`src/rtl/tcw_pkg.sv`:
```
// Package for the text console writer: geometry constants, codes and
// the payload, command and status structs shared by the controller, datapath and top level.
// No dependencies.
`default_nettype none

package tcw_pkg;

	localparam int COLUMNS   = 80;
	localparam int ROWS      = 25;
	localparam int TAB_WIDTH = 8;
	localparam int CELLS     = ROWS * COLUMNS;
	localparam int ADDR_W    = $clog2(CELLS);
	localparam int CELL_W    = 16;
	localparam int COL_W     = 7;
	localparam int ROW_W     = 5;

	localparam logic [1:0] OP_WRITE = 2'd0;
	localparam logic [1:0] OP_CLEAR = 2'd1;
	localparam logic [1:0] OP_READ  = 2'd2;

	localparam logic [7:0] CH_TAB     = 8'h09;
	localparam logic [7:0] CH_NEWLINE = 8'h0A;
	localparam logic [7:0] CH_RETURN  = 8'h0D;

	localparam logic REG_BACKGROUND = 1'b0;
	localparam logic REG_FOREGROUND = 1'b1;

	localparam logic [3:0] BACKGROUND_RESET = 4'd1;
	localparam logic [3:0] FOREGROUND_RESET = 4'd7;

	typedef struct packed {
		logic [1:0]  op;
		logic [7:0]  char_code;
		logic        last_char;
		logic [10:0] cell_index;
	} tcw_in_t;

	typedef struct packed {
		logic [6:0] cursor_col;
		logic [4:0] cursor_row;
		logic [7:0] read_char;
		logic [7:0] read_attr;
		logic       scrolled;
		logic       call_done;
	} tcw_out_t;

	typedef struct packed {
		logic capture;
		logic exec;
		logic rd_issue;
		logic rd_capture;
		logic cnt_clear;
		logic cnt_inc;
		logic copy_step;
		logic zero_step;
		logic clear_home;
		logic load_out;
	} tcw_cmd_t;

	typedef struct packed {
		logic [1:0] op;
		logic       wrap;
		logic       idx_ok;
		logic       copy_end;
		logic       zero_end;
		logic       out_free;
	} tcw_sts_t;

endpackage

`default_nettype wire

```
`src/rtl/tcw_ctrl.sv`:
```
// Controller of the text console writer: sequences the buffer clear at
// reset, item decode, reads, scroll and clear sweeps. Uses tcw_pkg.
`default_nettype none

module tcw_ctrl (
	input  wire logic         clk,
	input  wire logic         arst_n,
	input  wire logic         in_valid,
	output logic              in_stall,
	input  wire tcw_pkg::tcw_sts_t sts,
	output tcw_pkg::tcw_cmd_t cmd
);

	localparam logic [2:0] ST_INIT   = 3'd0;
	localparam logic [2:0] ST_IDLE   = 3'd1;
	localparam logic [2:0] ST_DECODE = 3'd2;
	localparam logic [2:0] ST_RDWAIT = 3'd3;
	localparam logic [2:0] ST_SCROLL = 3'd4;
	localparam logic [2:0] ST_ZERO   = 3'd5;
	localparam logic [2:0] ST_FINISH = 3'd6;

	logic [2:0] state_q;
	logic [2:0] state_d;

	assign in_stall = state_q != ST_IDLE;

	always_comb begin
		state_d = state_q;
		cmd     = '0;
		case (state_q)
			ST_INIT: begin
				cmd.zero_step = 1'b1;
				cmd.cnt_inc   = 1'b1;
				if (sts.zero_end) begin
					state_d = ST_IDLE;
				end
			end
			ST_IDLE: begin
				if (in_valid) begin
					cmd.capture = 1'b1;
					state_d     = ST_DECODE;
				end
			end
			ST_DECODE: begin
				case (sts.op)
					tcw_pkg::OP_WRITE: begin
						cmd.exec = 1'b1;
						if (sts.wrap) begin
							cmd.cnt_clear = 1'b1;
							state_d       = ST_SCROLL;
						end else begin
							state_d = ST_FINISH;
						end
					end
					tcw_pkg::OP_CLEAR: begin
						cmd.clear_home = 1'b1;
						cmd.cnt_clear  = 1'b1;
						state_d        = ST_ZERO;
					end
					tcw_pkg::OP_READ: begin
						if (sts.idx_ok) begin
							cmd.rd_issue = 1'b1;
							state_d      = ST_RDWAIT;
						end else begin
							state_d = ST_FINISH;
						end
					end
					default: begin
						state_d = ST_FINISH;
					end
				endcase
			end
			ST_RDWAIT: begin
				cmd.rd_capture = 1'b1;
				state_d        = ST_FINISH;
			end
			ST_SCROLL: begin
				cmd.copy_step = 1'b1;
				if (sts.copy_end) begin
					state_d = ST_ZERO;
				end else begin
					cmd.cnt_inc = 1'b1;
				end
			end
			ST_ZERO: begin
				cmd.zero_step = 1'b1;
				cmd.cnt_inc   = 1'b1;
				if (sts.zero_end) begin
					state_d = ST_FINISH;
				end
			end
			ST_FINISH: begin
				if (sts.out_free) begin
					cmd.load_out = 1'b1;
					state_d      = ST_IDLE;
				end
			end
			default: begin
				state_d = ST_IDLE;
			end
		endcase
	end

	always_ff @(posedge clk or negedge arst_n) begin
		if (!arst_n) begin
			state_q <= ST_INIT;
		end else begin
			state_q <= state_d;
		end
	end

endmodule

`default_nettype wire

```
`config.mk`:
```
export PLATFORM = sky130hd
export DESIGN_NAME = tcw_ctrl
export DESIGN_NICKNAME = d
export VERILOG_FILES = /design/src/rtl/tcw_pkg.sv /design/src/rtl/tcw_ctrl.sv
export SDC_FILE = /design/constraint.sdc
export NUM_CORES = 1
export LEC_CHECK = 0
export BUFFER_PORTS_ARGS = -buffer_cell sky130_fd_sc_hd__buf_2
export CORE_AREA = 2 2 39 41
export CTS_CLUSTER_SIZE = 28
export DETAILED_ROUTE_END_ITERATION = 16
export DIE_AREA = 0 0 41 43
export GPL_TIMING_DRIVEN = 0
export PLACE_DENSITY = 0.53
export REMOVE_ABC_BUFFERS = 1
export SETUP_SLACK_MARGIN = 0.5
export SLEW_MARGIN = 30
export SYNTH_ARGS = -nofsm -noshare
export SYNTH_HDL_FRONTEND = slang
export SYNTH_SLANG_ARGS = --single-unit
```
`constraint.sdc`:
```
create_clock -name clk -period 1.4 [get_ports clk]
set_input_delay 0.21 -clock clk [delete_from_list [all_inputs] [get_ports clk]]
set_output_delay 0.21 -clock clk [all_outputs]
set_load 0.02 [all_outputs]
```
* Word-level counts from Yosys, hierarchy flattened *
Index checks and enable logic that the tools add are counted.

word-level totals
  word-level logic and storage cells = 46
  register bits after elaboration = 3
  input bits = 10
  output and inout port bits = 11

cells by class
  eq/ne operators = 14
  reductions and logical operators = 4
  multiplexer cells = 27

operator list
  operator            count
  $pmux 3 s7          1
  $mux 3              6
  $mux 1              15
  $ne 2x2->1 const B  5
  $eq 3x3->1 const B  3
  $pmux 3 s3          1
  $eq 3x2->1 const B  2
  $reduce_and 5->1    1
  $mux 2              2
  $pmux 1 s2          2
  $eq 3x1->1 const B  1
  $logic_not 3->1     1
  $ne 3x1->1 const B  1
  $eq 2x1->1 const B  1
  $eq 2x2->1 const B  1
  $logic_not 2->1     1
  $reduce_or 2->1     1

* Longest topological paths before layout *
  depth after elaboration = 3
  gate-level depth with buffers = 4
  mapped depth without buffers = 3

* Worst setup path before layout *
No wires, ideal clock.

  kind = reg2out
  start point = register state_q[1]
  end point = output cmd[8] (netlist name)
  setup slack = -0.068 ns
  required time = 1.190 ns
  path buffers = 0
  stages on the path, launching flop included = 3
  arrival = 1.258 ns
  cells stage by stage = dfrtp_1 or3b_4 nor3_1

RTL lines
  what                    line             RTL
  start, declared         tcw_ctrl.sv:22   logic [2:0] state_q;
  start signal, assigned  tcw_ctrl.sv:108  state_q <= state_d;
  end, declared           tcw_ctrl.sv:11   output tcw_pkg::tcw_cmd_t cmd

==> flow_metrics.tcl <==
set metrics [dict create \
    status "complete, but fails checks" \
    failed_checks "setup timing" \
    cts_buffers 3 \
    p_per_area_nw_per_um2 2250 \
    synth-seq-cells 3 \
    clock.fmax_mhz 622 \
    path_max_fanout 5 \
    grt_pass1_wl_mm 1.48 \
    clkTransAtPathRegs_ns 0.04 \
    synth_top_flop_cell "dfrtp_1" \
    port_buffers 20 \
    max-cap-violations 0 \
    area_growth_pct 77.3 \
    wire_per_inst_um 12.1 \
    critPathBufInv 1 \
    arrival_ns 1.40 \
    cts-root-buf "clkbuf_4" \
    cpPeakStageDelay_ns 0.42 \
    drive_above_1_share_pct 62.0 \
    crit_path_cell_trace "or3b_4, nor3b_2, buf_4" \
    die_y_um 43 \
    synth_edf_count 0 \
    leakagePower_nw 0.255 \
    r2r_setup_slack_ns 0.01 \
    grt_max_degree 15 \
    synthArstFlopShare_pct 100 \
    finalSetupViolCount 11 \
    post-synth-top-area-fraction_pct 23.4 \
    htree_levels 1 \
    ir_drop_v 0.000636 \
    worst_pin_slew_ns 0.209 \
    antenna_found_initial 0 \
    ant_nets 0 \
    required_ns 1.19 \
    yosys-top-cells-count "5 x nor2_1, 5 x o21ai_0, 3 x dfrtp_1" \
    finClkSkew_ns 0.0111 \
    avgViaCountPerCell 4.83 \
    synthCells 43 \
    period_minus_slack_ns 1.61 \
    ys.warnings.count 0 \
    syn_area_per_cell_um2 7.45 \
    vias 420 \
    syn_area_um2 320 \
    critPathKind "reg -> out" \
    core_area_um2 1380 \
    synthTopCellsByArea "dfrtp_1 23%, o21ai_0 7.8%, nor2_1 5.9%" \
    overflow 0 \
    track_usage_pct 13.5 \
    antenna_cells 0 \
    rsz0062_at_grt "yes" \
    period_share_pct 115 \
    yosysUniqueCellTypes 25 \
    startpoint_type "register" \
    wl_mm 1.05 \
    total_power_mw 1.28 \
    regMostFlops "state_q" \
    hold_path_class "in -> reg" \
    relSlewSlack_pct 85.9 \
    ios 21 \
    drtIter0Drc 4 \
    finalHoldViolations 0 \
    rows 14 \
    routabilityCongestion 0.688 \
    finalWorstSetupSlack_ns -0.208 \
    clk-insertion-delay-late_ns 0.25 \
    die_w_um 41 \
    largest_register_ff_count 3 \
    ys_seq_area_share_pct 23.4 \
    post-dp-hpwl_um 565 \
    dr.pass1.iters 3 \
    finalSetupTns_ns -1.30 \
    cp_top_family "simple AND/OR/NAND/NOR gates" \
    drv_slew 0 \
    cts_tree "done" \
    top_regs "state_q x3" \
    nNetsFinal 82 \
    end_kind "output port" \
    grt_pass1_vias 358 \
    clockBufferDepth 2 \
    cts_sinks 3 \
    yosysTopAreaCell "dfrtp_1" \
    route.detailed.drc 0 \
    start_util_pct 23.1 \
    cpMaxStageDelayCell "dfrtp_2" \
    die_area_um2 1760 \
]
[worst paths after layout]
kind | end | cells after the start | from
max | cmd[1] | 3 | state_q[0]$_DFFE_PN0P_
min | state_q[0]$_DFFE_PN0P_ | 3 | sts[5]
max reg2reg | state_q[0]$_DFFE_PN0P_ | 5 | state_q[2]$_DFFE_PN0P_
min reg2reg | state_q[2]$_DFFE_PN0P_ | 3 | state_q[2]$_DFFE_PN0P_
max in group asynchronous | state_q[0]$_DFFE_PN0P_ | 2 | arst_n
min in group asynchronous | state_q[1]$_DFFE_PN0P_ | 2 | arst_n
[per-stage QoR]
stage / hold slack, ns / utilization [%] / setup WS [ns] / instance area, um^2 / std cells
2_1_floorplan: -0.0856 / - / -0.208 / 303 / 40
3_3_place_gp: 0.00741 / 30.6 / -0.152 / 423 / 76
3_5_place_dp: 0.00650 / 30.6 / -0.152 / 423 / 76
4_1_cts: 0.255 / 37.6 / -0.211 / 520 / 87
5_1_grt: 0.280 / 41.0 / -0.255 / 568 / 87
6_report: 0.262 / 41.0 / -0.208 / 568 / 87
[cells by family (layout without fill, tap and decap cells)]
family / after synthesis / in the layout / share of synthesized area (%)
flops: 3 / 3 / 23.4
compound gates: 12 / 12 / 22.7
simple gates: 23 / 23 / 43.8
mux: 1 / 1 / 3.52
buf+inv: 4 / 32 / 6.64
[cell usage in the layout (no fill, tap or decap), types with 2 or more instances in the layout]
master	n
dfrtp_2	3
buf_4	12
o21ai_0	2
nor2b_2	3
clkbuf_4	3
nand2_1	2
a21oi_2	2
nand2b_1	2
o21ai_1	3
buf_2	13
nand3b_1	2
nor2_1	5
[per-layer routing]
metal / vias to the layer above / routed length (um) / global-route usage, %
met4: 0 / 31 / 14.0
met1: 190 / 411 / 14.5
li1: 212 / - / -
met5: - / 0 / 0
met3: 4 / 32 / 3.14
met2: 14 / 574 / 19.4
[worst register-to-register path: cells and delay by family, from the launching register on]
family / cells / cell delay (ns)
AND/OR/NAND/NOR: 1 / 0.39
buffers and inverters: 2 / 0.31
flip-flops: 1 / 0.39
AO/OA/AOI/OAI: 2 / 0.17
[power by group]
group,internal (mW),switching (mW)
Sequential,0.143,0.0432
Combinational,0.436,0.487
Clock,0.108,0.0600
Total,0.687,0.590
[final cells by class]
cell class,count,area [um^2]
Clock buffer,4,26.3
Fill cell,153,816
Inverter,1,3.75
Multi-Input combinational cell,36,259
Sequential cell,3,78.8
Tap cell,16,20.0
Timing Repair Buffer,27,180
[repair_timing]
item,CTS,global route
hold buffers,1,0
buffers inserted,6,0
endpoints found under the setup margin,14,14
pin swaps,2,1
hold endpoints to repair,3,0
resized for setup,11,12
(Power assumes the default switching activity.)
